==> src/sv/radix_digit_converter_macros.svh <==
// ----------------------------------------------------------------------------
// Assertion macros for the radix digit converter
// Short forms for the concurrent checks used in the RTL.
// ----------------------------------------------------------------------------
`ifndef RADIX_DIGIT_CONVERTER_MACROS_SVH
`define RADIX_DIGIT_CONVERTER_MACROS_SVH

// same-cycle implication
`define RDC_ASSERT_IMPL(label, clk, rst, ante, cons) \
   label: assert property (@(posedge clk) disable iff (rst) (ante) |-> (cons)) \
      else $error("rdc: same-cycle check failed");

// next-cycle implication
`define RDC_ASSERT_NEXT(label, clk, rst, ante, cons) \
   label: assert property (@(posedge clk) disable iff (rst) (ante) |=> (cons)) \
      else $error("rdc: next-cycle check failed");

`endif

==> src/sv/rdc_pkg.sv <==
// ----------------------------------------------------------------------------
// rdc_pkg
// Widths, status codes, control bundles and the digit-to-ASCII map shared
// by the radix digit converter modules.
// ----------------------------------------------------------------------------
package rdc_pkg;

   // field widths
   localparam int VALUE_WIDTH = 32;
   localparam int MAG_WIDTH   = VALUE_WIDTH - 1;
   localparam int BASE_WIDTH  = 5;
   localparam int DIGIT_WIDTH = 4;
   localparam int CHAR_WIDTH  = 7;
   localparam int STAT_WIDTH  = 2;

   // digit buffer
   localparam int MAX_DIGITS = 31;
   localparam int ADDR_WIDTH = $clog2(MAX_DIGITS);
   localparam int CNT_WIDTH  = $clog2(MAX_DIGITS + 1);

   // divider: quotient bits resolved per cycle
   localparam int DIV_STEP_BITS = 4;
   localparam int DIV_CYCLES    = (MAG_WIDTH + DIV_STEP_BITS - 1) / DIV_STEP_BITS;
   localparam int QUO_WIDTH     = DIV_CYCLES * DIV_STEP_BITS;
   localparam int STEP_WIDTH    = $clog2(DIV_CYCLES);

   // stream word widths, padded to bytes
   localparam int REQ_TDATA_WIDTH = ((VALUE_WIDTH + BASE_WIDTH + 7) / 8) * 8;
   localparam int RSP_TDATA_WIDTH = ((CHAR_WIDTH + 7) / 8) * 8;

   // legal radix range
   localparam logic [BASE_WIDTH-1:0] BASE_MIN = BASE_WIDTH'(2);
   localparam logic [BASE_WIDTH-1:0] BASE_MAX = BASE_WIDTH'(16);

   // result status codes
   localparam logic [STAT_WIDTH-1:0] ST_OK           = 2'd0;
   localparam logic [STAT_WIDTH-1:0] ST_NOT_POSITIVE = 2'd1;
   localparam logic [STAT_WIDTH-1:0] ST_BAD_BASE     = 2'd2;

   // ASCII anchors
   localparam logic [CHAR_WIDTH-1:0] CHAR_ZERO = 7'h30;
   localparam logic [CHAR_WIDTH-1:0] CHAR_A    = 7'h41;

   // divider start request
   typedef struct packed {
      logic                  start;
      logic [MAG_WIDTH-1:0]  dividend;
      logic [BASE_WIDTH-1:0] base;
   } div_req_type;

   // divider result
   typedef struct packed {
      logic                   done;
      logic [MAG_WIDTH-1:0]   quotient;
      logic [DIGIT_WIDTH-1:0] remainder;
   } div_rsp_type;

   // digit buffer write port
   typedef struct packed {
      logic                   en;
      logic [ADDR_WIDTH-1:0]  addr;
      logic [DIGIT_WIDTH-1:0] data;
   } store_wr_type;

   // digit value to ASCII '0'..'9', 'A'..'F'
   function automatic logic [CHAR_WIDTH-1:0] to_ascii(input logic [DIGIT_WIDTH-1:0] d);
      logic [DIGIT_WIDTH-1:0] hi;
      hi = d - DIGIT_WIDTH'(10);
      if (d < DIGIT_WIDTH'(10)) begin
         return CHAR_ZERO + CHAR_WIDTH'(d);
      end else begin
         return CHAR_A + CHAR_WIDTH'(hi);
      end
   endfunction

endpackage

==> src/sv/radix_digit_converter.sv <==
// ----------------------------------------------------------------------------
// radix_digit_converter
// Converts a signed integer to ASCII digits in a radix from 2 to 16, most
// significant digit first, tlast on the final digit.
// ----------------------------------------------------------------------------
// One word in, one conversion at a time; req_tready stays low until the last
// result word of the conversion has been taken from the output register.
// A positive value is divided by the base again and again in the shared
// divider, which resolves 4 quotient bits a cycle, until the quotient is
// zero or the buffer is full; each remainder goes into the digit buffer,
// and each buffered digit is then read back and loaded into the output
// register, which waits while the receiver holds off. A base outside 2..16
// or a value that is zero or negative gives a single status word on the next
// cycle. tuser carries the status: 0 digit, 1 value not positive, 2 bad base.
`include "radix_digit_converter_macros.svh"

module radix_digit_converter
   import rdc_pkg::*;
(
   input  logic                       clock,
   input  logic                       reset,
   // req_tdata: [31:0] value, [36:32] target_base, [39:37] zero
   input  logic [REQ_TDATA_WIDTH-1:0] req_tdata,
   input  logic                       req_tvalid,
   output logic                       req_tready,
   // rsp_tdata: [6:0] digit_char, [7] zero
   output logic [RSP_TDATA_WIDTH-1:0] rsp_tdata,
   // rsp_tuser: [1:0] status
   output logic [STAT_WIDTH-1:0]      rsp_tuser,
   output logic                       rsp_tlast,
   output logic                       rsp_tvalid,
   input  logic                       rsp_tready
);

   localparam logic [1:0] S_IDLE = 2'd0;
   localparam logic [1:0] S_DIV  = 2'd1;
   localparam logic [1:0] S_READ = 2'd2;
   localparam logic [1:0] S_LOAD = 2'd3;

   logic [1:0]             state_ff, state_in;
   logic [CNT_WIDTH-1:0]   count_ff, count_in;
   logic [ADDR_WIDTH-1:0]  rd_idx_ff, rd_idx_in;
   logic [BASE_WIDTH-1:0]  base_ff, base_in;
   logic                   rsp_valid_ff, rsp_valid_in;
   logic                   rsp_load;
   logic [CHAR_WIDTH-1:0]  rsp_char_ff, rsp_char_in;
   logic [STAT_WIDTH-1:0]  rsp_stat_ff, rsp_stat_in;
   logic                   rsp_last_ff, rsp_last_in;

   logic [VALUE_WIDTH-1:0] in_value;
   logic [BASE_WIDTH-1:0]  in_base;
   logic                   bad_base;
   logic                   not_positive;
   logic                   req_take;
   logic                   rsp_take;

   div_req_type            div_req;
   div_rsp_type            div_rsp;
   store_wr_type           st_wr;
   logic                   st_rd_en;
   logic [DIGIT_WIDTH-1:0] st_rd_data;

   rdc_div_unit u_div (
      .clock   (clock),
      .reset   (reset),
      .div_req (div_req),
      .div_rsp (div_rsp)
   );

   rdc_digit_store u_store (
      .clock   (clock),
      .wr      (st_wr),
      .rd_en   (st_rd_en),
      .rd_addr (rd_idx_ff),
      .rd_data (st_rd_data)
   );

   // input word decode
   assign in_value     = req_tdata[VALUE_WIDTH-1:0];
   assign in_base      = req_tdata[VALUE_WIDTH +: BASE_WIDTH];
   assign bad_base     = (in_base < BASE_MIN) || (in_base > BASE_MAX);
   assign not_positive = in_value[VALUE_WIDTH-1] || (in_value[MAG_WIDTH-1:0] == '0);

   assign req_tready = (state_ff == S_IDLE) && !rsp_valid_ff;
   assign req_take   = req_tvalid && req_tready;
   assign rsp_take   = rsp_valid_ff && rsp_tready;

   // sequencer
   always_comb begin
      state_in         = state_ff;
      count_in         = count_ff;
      rd_idx_in        = rd_idx_ff;
      base_in          = base_ff;
      rsp_valid_in     = rsp_valid_ff && !rsp_take;
      rsp_load         = 1'b0;
      rsp_char_in      = rsp_char_ff;
      rsp_stat_in      = rsp_stat_ff;
      rsp_last_in      = rsp_last_ff;
      div_req.start    = 1'b0;
      div_req.dividend = in_value[MAG_WIDTH-1:0];
      div_req.base     = in_base;
      st_wr.en         = 1'b0;
      st_wr.addr       = count_ff[ADDR_WIDTH-1:0];
      st_wr.data       = div_rsp.remainder;
      st_rd_en         = 1'b0;

      case (state_ff)
         S_IDLE: begin
            if (req_take) begin
               if (bad_base || not_positive) begin
                  rsp_valid_in = 1'b1;
                  rsp_load     = 1'b1;
                  rsp_char_in  = '0;
                  rsp_stat_in  = bad_base ? ST_BAD_BASE : ST_NOT_POSITIVE;
                  rsp_last_in  = 1'b1;
               end else begin
                  div_req.start = 1'b1;
                  base_in       = in_base;
                  count_in      = '0;
                  state_in      = S_DIV;
               end
            end
         end
         S_DIV: begin
            if (div_rsp.done) begin
               st_wr.en = 1'b1;
               count_in = count_ff + CNT_WIDTH'(1);
               if ((div_rsp.quotient == '0) || (count_ff == CNT_WIDTH'(MAX_DIGITS - 1))) begin
                  rd_idx_in = count_ff[ADDR_WIDTH-1:0];
                  state_in  = S_READ;
               end else begin
                  div_req.start    = 1'b1;
                  div_req.dividend = div_rsp.quotient;
                  div_req.base     = base_ff;
               end
            end
         end
         S_READ: begin
            st_rd_en = 1'b1;
            state_in = S_LOAD;
         end
         S_LOAD: begin
            if (!rsp_valid_ff || rsp_take) begin
               rsp_valid_in = 1'b1;
               rsp_load     = 1'b1;
               rsp_char_in  = to_ascii(st_rd_data);
               rsp_stat_in  = ST_OK;
               rsp_last_in  = (rd_idx_ff == '0);
               if (rd_idx_ff == '0) begin
                  state_in = S_IDLE;
               end else begin
                  rd_idx_in = rd_idx_ff - ADDR_WIDTH'(1);
                  state_in  = S_READ;
               end
            end
         end
         default: begin
            state_in = S_IDLE;
         end
      endcase
   end

   // control registers
   always_ff @(posedge clock) begin
      if (reset) begin
         state_ff     <= S_IDLE;
         count_ff     <= '0;
         rsp_valid_ff <= 1'b0;
      end else begin
         state_ff     <= state_in;
         count_ff     <= count_in;
         rsp_valid_ff <= rsp_valid_in;
      end
   end

   // payload registers
   always_ff @(posedge clock) begin
      rd_idx_ff <= rd_idx_in;
      base_ff   <= base_in;
      if (rsp_load) begin
         rsp_char_ff <= rsp_char_in;
         rsp_stat_ff <= rsp_stat_in;
         rsp_last_ff <= rsp_last_in;
      end
   end

   assign rsp_tvalid = rsp_valid_ff;
   assign rsp_tdata  = RSP_TDATA_WIDTH'(rsp_char_ff);
   assign rsp_tuser  = rsp_stat_ff;
   assign rsp_tlast  = rsp_last_ff;

   // checks
   `RDC_ASSERT_NEXT(a_one_item, clock, reset, req_tvalid && req_tready, !req_tready)
   `RDC_ASSERT_IMPL(a_status_last, clock, reset, rsp_tvalid && (rsp_tuser != ST_OK), rsp_tlast)
   `RDC_ASSERT_IMPL(a_done_in_div, clock, reset, div_rsp.done, state_ff == S_DIV)
   `RDC_ASSERT_IMPL(a_digit_char, clock, reset, rsp_tvalid && (rsp_tuser == ST_OK), ((rsp_tdata[6:0] >= 7'h30) && (rsp_tdata[6:0] <= 7'h39)) || ((rsp_tdata[6:0] >= 7'h41) && (rsp_tdata[6:0] <= 7'h46)))

endmodule

==> src/sv/rdc_div_unit.sv <==
// ----------------------------------------------------------------------------
// rdc_div_unit
// Iterative restoring divider: magnitude by radix, several quotient bits
// per cycle, giving quotient and remainder and flagging done when ready.
// ----------------------------------------------------------------------------
module rdc_div_unit
   import rdc_pkg::*;
(
   input  logic        clock,
   input  logic        reset,
   input  div_req_type div_req,
   output div_rsp_type div_rsp
);

   localparam logic [STEP_WIDTH-1:0] STEP_LAST = STEP_WIDTH'(DIV_CYCLES - 1);

   logic                   busy_ff, busy_in;
   logic                   done_ff, done_in;
   logic [STEP_WIDTH-1:0]  step_ff;
   logic [QUO_WIDTH-1:0]   quo_ff;
   logic [DIGIT_WIDTH-1:0] rem_ff;
   logic [BASE_WIDTH-1:0]  base_ff;
   logic [QUO_WIDTH-1:0]   quo_in;
   logic [DIGIT_WIDTH-1:0] rem_in;

   // one cycle of shift-compare-subtract steps
   always_comb begin
      logic [DIGIT_WIDTH:0] trial;
      quo_in = quo_ff;
      rem_in = rem_ff;
      for (int j = 0; j < DIV_STEP_BITS; j++) begin
         trial  = {rem_in, quo_in[QUO_WIDTH-1]};
         quo_in = {quo_in[QUO_WIDTH-2:0], 1'b0};
         if (trial >= (DIGIT_WIDTH + 1)'(base_ff)) begin
            trial     = trial - (DIGIT_WIDTH + 1)'(base_ff);
            quo_in[0] = 1'b1;
         end
         rem_in = trial[DIGIT_WIDTH-1:0];
      end
   end

   // busy / done flags
   always_comb begin
      done_in = busy_ff && (step_ff == STEP_LAST);
      busy_in = busy_ff;
      if (div_req.start) begin
         busy_in = 1'b1;
      end else if (done_in) begin
         busy_in = 1'b0;
      end
   end

   always_ff @(posedge clock) begin
      if (reset) begin
         busy_ff <= 1'b0;
         done_ff <= 1'b0;
      end else begin
         busy_ff <= busy_in;
         done_ff <= done_in;
      end
   end

   // datapath registers
   always_ff @(posedge clock) begin
      if (div_req.start) begin
         quo_ff  <= QUO_WIDTH'(div_req.dividend);
         rem_ff  <= '0;
         step_ff <= '0;
         base_ff <= div_req.base;
      end else if (busy_ff) begin
         quo_ff  <= quo_in;
         rem_ff  <= rem_in;
         step_ff <= step_ff + STEP_WIDTH'(1);
      end
   end

   assign div_rsp.done      = done_ff;
   assign div_rsp.quotient  = quo_ff[MAG_WIDTH-1:0];
   assign div_rsp.remainder = rem_ff;

endmodule

==> src/sv/rdc_digit_store.sv <==
// ----------------------------------------------------------------------------
// rdc_digit_store
// Remainder buffer: one write port, one registered read port.
// ----------------------------------------------------------------------------
module rdc_digit_store
   import rdc_pkg::*;
(
   input  logic                   clock,
   input  store_wr_type           wr,
   input  logic                   rd_en,
   input  logic [ADDR_WIDTH-1:0]  rd_addr,
   output logic [DIGIT_WIDTH-1:0] rd_data
);

   logic [DIGIT_WIDTH-1:0] mem [MAX_DIGITS];
   logic [DIGIT_WIDTH-1:0] rd_data_ff;

   // write port
   always_ff @(posedge clock) begin
      if (wr.en) begin
         mem[wr.addr] <= wr.data;
      end
   end

   // read port
   always_ff @(posedge clock) begin
      if (rd_en) begin
         rd_data_ff <= mem[rd_addr];
      end
   end

   assign rd_data = rd_data_ff;

endmodule

==> config.mk <==
export PLATFORM = sky130hd
export DESIGN_NAME = radix_digit_converter
export DESIGN_NICKNAME = d
export VERILOG_FILES = /design/src/sv/rdc_pkg.sv /design/src/sv/radix_digit_converter.sv /design/src/sv/rdc_div_unit.sv /design/src/sv/rdc_digit_store.sv
export VERILOG_INCLUDE_DIRS = /design/src /design/src/sv
export SDC_FILE = /design/constraint.sdc
export NUM_CORES = 1
export LEC_CHECK = 0
export BUFFER_PORTS_ARGS = -buffer_cell sky130_fd_sc_hd__buf_2
export CORE_UTILIZATION = 61
export DETAILED_ROUTE_END_ITERATION = 8
export PLACE_DENSITY = 0.9
export SYNTH_ARGS = -nofsm -noshare
export SYNTH_HDL_FRONTEND = slang
export SYNTH_SLANG_ARGS = --single-unit
==> constraint.sdc <==
create_clock -name clock -period 7.52 [get_ports clock]
set_clock_uncertainty 0.2 [all_clocks]
set_input_delay 1.504 -clock clock [delete_from_list [all_inputs] [get_ports clock]]
set_output_delay 1.504 -clock clock [all_outputs]
set_load 0.03 [all_outputs]
==> impl_metrics.py <==
metrics = {
    "cts": {
        "cts_buffers": 21,
        "cts.clk_slew.worst_paths_ns": 0.06,
        "htreeDepth": 1,
        "cts_buffer_depth": 3,
        "cts_setup_buffers": 0,
        "cts-root-buf": "clkbuf_16",
        "cts.sinks": 202,
        "cts_tree": "built",
        "clk_latency_ns": 0.50,
        "cts_resized": 0,
        "ctsHoldBuffers": 0,
    },
    "synthesis": {
        "synth_nets": 796,
        "syn_inst": 714,
        "synth-edff-count": 184,
        "synthMuxAreaShare_pct": 10.3,
        "synth_cell_types": 54,
        "syn_area_mm2": 0.00946,
        "ys_async_sr_fraction_pct": 0,
        "synth-xor-area-share_pct": 1.48,
        "synth_top_family_by_area": "multiplexers",
        "synth_adder_area_share_pct": 5.34,
        "avgSynthCellArea_um2": 13.3,
        "synth_flop_cell": "edfxtp_1",
        "yosys_register_bits": 202,
        "synth-compound-area-share_pct": 7.73,
        "yosysWarnings": 0,
        "yosys.area_share.simple_pct": 10.2,
        "yosysSeqAreaShare_pct": 62.2,
    },
    "worst_hold_path": {
        "hold_path_end": "u_div.quo_ff[31]",
        "hold_depth": 2,
        "worstHoldStart": "u_div.quo_ff[31]",
        "holdCritPathClass": "reg2reg",
    },
    "layout": {
        "synthToLayoutAreaGrowth_pct": 12.6,
        "multi_input_area_mm2": 0.00332,
        "fill_cells": 913,
        "final_cells": 972,
        "num-nets-final": 851,
        "diodes": 0,
        "drive_above_1_share_pct": 19.1,
        "ff_latch_area_mm2": 0.00589,
    },
    "floorplan": {
        "rows": 45,
        "die_x_um": 127,
        "die_height_um": 127,
        "start_util_pct": 62.5,
        "core_area_mm2": 0.0151,
        "boundaryPins": 57,
        "die_area_mm2": 0.0160,
    },
    "drt": {
        "via_per_inst": 6.50,
        "wl_mm": 21.8,
        "wl_per_cell_um": 22.4,
        "drc": 0,
        "via_count": 6318,
        "drt_pass1_iterations": 6,
        "ant_nets": 0,
        "first_iter_violations": 613,
    },
    "sta": {
        "timing.final.ws_setup_ns": 1.00,
        "finalSetupViolations": 0,
        "min_period_ns": 6.52,
        "slew_headroom_pct": 28.2,
        "tightest_slew_ns": 1.08,
        "fin_tns_setup_ns": 0,
        "rsz0062_at_grt": "no",
        "finalHoldViolations": 0,
        "max_freq_mhz": 153,
        "finalMaxSlewViolations": 0,
        "post-route-period-util_pct": 86.6,
    },
    "grt": {
        "grt_max_degree": 41,
        "grt_overflow": 0,
        "antenna_found_initial": 0,
        "grt_pass1_vias": 6406,
        "grt_pass1_wl_mm": 34.1,
        "grt.total_usage_pct": 27.8,
    },
    "critical_path": {
        "r2r_slack_ns": 1.00,
        "reg2reg_depth": 23,
        "cp-end-kind": "register",
        "cpMaxStageDelayCell": "nor3_1",
        "crit_path_start_kind": "register",
        "cp_common_cell": "ha_1",
        "cp_slowest_stage_delay_ns": 0.59,
        "crit_path_max_fanout": 7,
        "path_cells": "inv_1 > ha_1 > nand4_1 > a21oi_1 > nor3_1 > mux2_2 > ha_1 > a21o_1 > a31oi_1 > o21ai_2 > mux2_2 > inv_1 > ha_1 > a21o_1 > a31oi_1 > o21ai_1 > mux2i_1 > ha_1 > a21o_1 > a21oi_1 > o21a_1 > mux2i_1 > a211oi_1",
        "rr_startpoint": "u_div.base_ff[1]",
        "cp.required_ns": 7.71,
        "cp.arrival_ns": 6.71,
        "critical_path_class": "reg2reg",
        "reg2reg_to": "u_div.rem_ff[1]",
    },
    "outcome": {
        "status": "complete, no violations",
    },
    "power_and_ir_drop": {
        "irDropWorstVdd_mv": 0.416,
        "power_density_mw_per_mm2": 365,
        "p_leak_nw": 3.84,
    },
    "flow_run": {
        "maxCapViolations": 0,
    },
    "place": {
        "place_congestion": 0.879,
        "dp_slack_ns": 1.13,
        "place_inst": 934,
        "port-buffer-count": 52,
        "dp_hpwl_mm": 13.8,
    },
}
## cell type report
cell class | instances | area share, %
Clock inverter | 8 | 0.963
Inverter | 32 | 1.13
Sequential cell | 202 | 55.2
Multi-Input combinational cell | 450 | 31.2
Clock buffer | 30 | 6.13
Tap cell | 188 | 2.21
Timing Repair Buffer | 62 | 3.15
## cell usage after synthesis, types with 6 or more instances
cell	n	share of area, %
a21oi_1	56	3.0
mux4_2	29	6.9
ha_1	34	4.5
nor3_1	7	0.37
mux2_2	14	1.7
mux2i_1	16	1.7
a211oi_1	7	0.56
nor2_1	64	2.5
o21ai_0	12	0.63
nand2_1	93	3.7
nand2b_1	9	0.59
edfxtp_1	184	58
xnor2_1	10	0.93
dfxtp_1	18	3.8
clkbuf_1	13	0.52
nor4_1	14	0.93
buf_2	9	0.48
xor2_1	6	0.56
nand4_1	7	0.46
a21o_1	7	0.56
inv_1	32	1.3
## how the worst max path moves through the flow
stage | startpoint | end
6_report | u_div.base_ff[1] | u_div.rem_ff[1]
4_1_cts | u_div.base_ff[1] | u_div.rem_ff[1]
5_1_grt | u_div.base_ff[1] | u_div.rem_ff[1]
2_1_floorplan | u_div.rem_ff[1] | u_div.rem_ff[1]
3_5_place_dp | u_div.base_ff[1] | u_div.rem_ff[1]
3_3_place_gp | u_div.base_ff[1] | u_div.rem_ff[1]
## report_power, final
group / switching, W / total [W] / internal [W] / leakage [nW]
combinational: 0.000778 / 0.00130 / 0.000524 / 1.65
clock: 0.000429 / 0.00111 / 0.000677 / 0.366
sequential: 0.0000563 / 0.00148 / 0.00143 / 1.83
total: 0.00126 / 0.00389 / 0.00263 / 3.84
## registers in the layout, summed over array words and instances (netlist names), 5 cells and up
| signal | cells |
|---|---|
| u_div.base_ff | 5 |
| count_ff | 5 |
| rd_idx_ff | 5 |
| rsp_char_ff | 7 |
| u_div.quo_ff | 32 |
| u_store.mem | 124 |
| base_ff | 5 |
## through the flow
stage               total power [W]  utilization, %  hold slack, ns  instance area [µm²]
floorplan                   0.00245               -           0.260                 9460
global placement            0.00268            65.4           0.279                 9900
detailed placement          0.00277            65.4           0.294                 9900
CTS                         0.00388            70.3           0.311                10700
global route                0.00407            70.3           0.334                10700
finish                      0.00389            70.3           0.312                10700
## critical path, delay by kind of cell, from the launching register on
family | cells | cell delay, ns
and+or+nand+nor | 2 | 0.74
muxes | 4 | 1.40
adders and majority gates | 4 | 1.16
AOI/OAI and AO/OA | 11 | 2.08
DFF | 1 | 0.46
buffers and inverters | 2 | 0.35
## cell families (layout without fill, tap and decap cells)
logic type / Yosys count / after routing
other cells: 1 / 1
compound gates: 119 / 119
flops: 202 / 202
mux: 59 / 59
buf+inv: 62 / 132
xor+xnor: 16 / 16
fa+ha+maj: 38 / 38
simple gates: 217 / 217
## metal layers
metal | global-route usage, % | wire, µm | part of all wire (%) | vias to the layer above
met5 | 0 | 0 | 0 | -
met4 | 12.3 | 949 | 4.4 | 0
met3 | 4.72 | 1650 | 7.6 | 89
met2 | 49.5 | 11300 | 52 | 378
met1 | 33.4 | 7850 | 36 | 3060
li1 | - | - | - | 2791
## placed cells by master, fill, tap and decap left out, types with 3 or more instances in the layout
cell type,instances
edfxtp_1,184
nand2_1,93
nor2_1,63
a21oi_1,55
buf_2,52
ha_1,34
inv_1,32
mux4_2,29
clkbuf_16,24
dfxtp_1,18
mux2i_1,16
mux2_2,14
nor4_1,14
o21ai_0,12
xnor2_1,10
buf_4,10
nand2b_1,9
a21o_1,7
a211oi_1,7
nor3_1,7
nand4_1,7
xor2_1,6
nand3_1,5
a31oi_1,4
o22ai_1,4
o211ai_1,4
fa_1,4
o31ai_1,3
nand3b_1,3
or3b_2,3
clkbuf_8,3
clkbuf_1,3
Note: power is estimated with default switching activity, not from simulation.
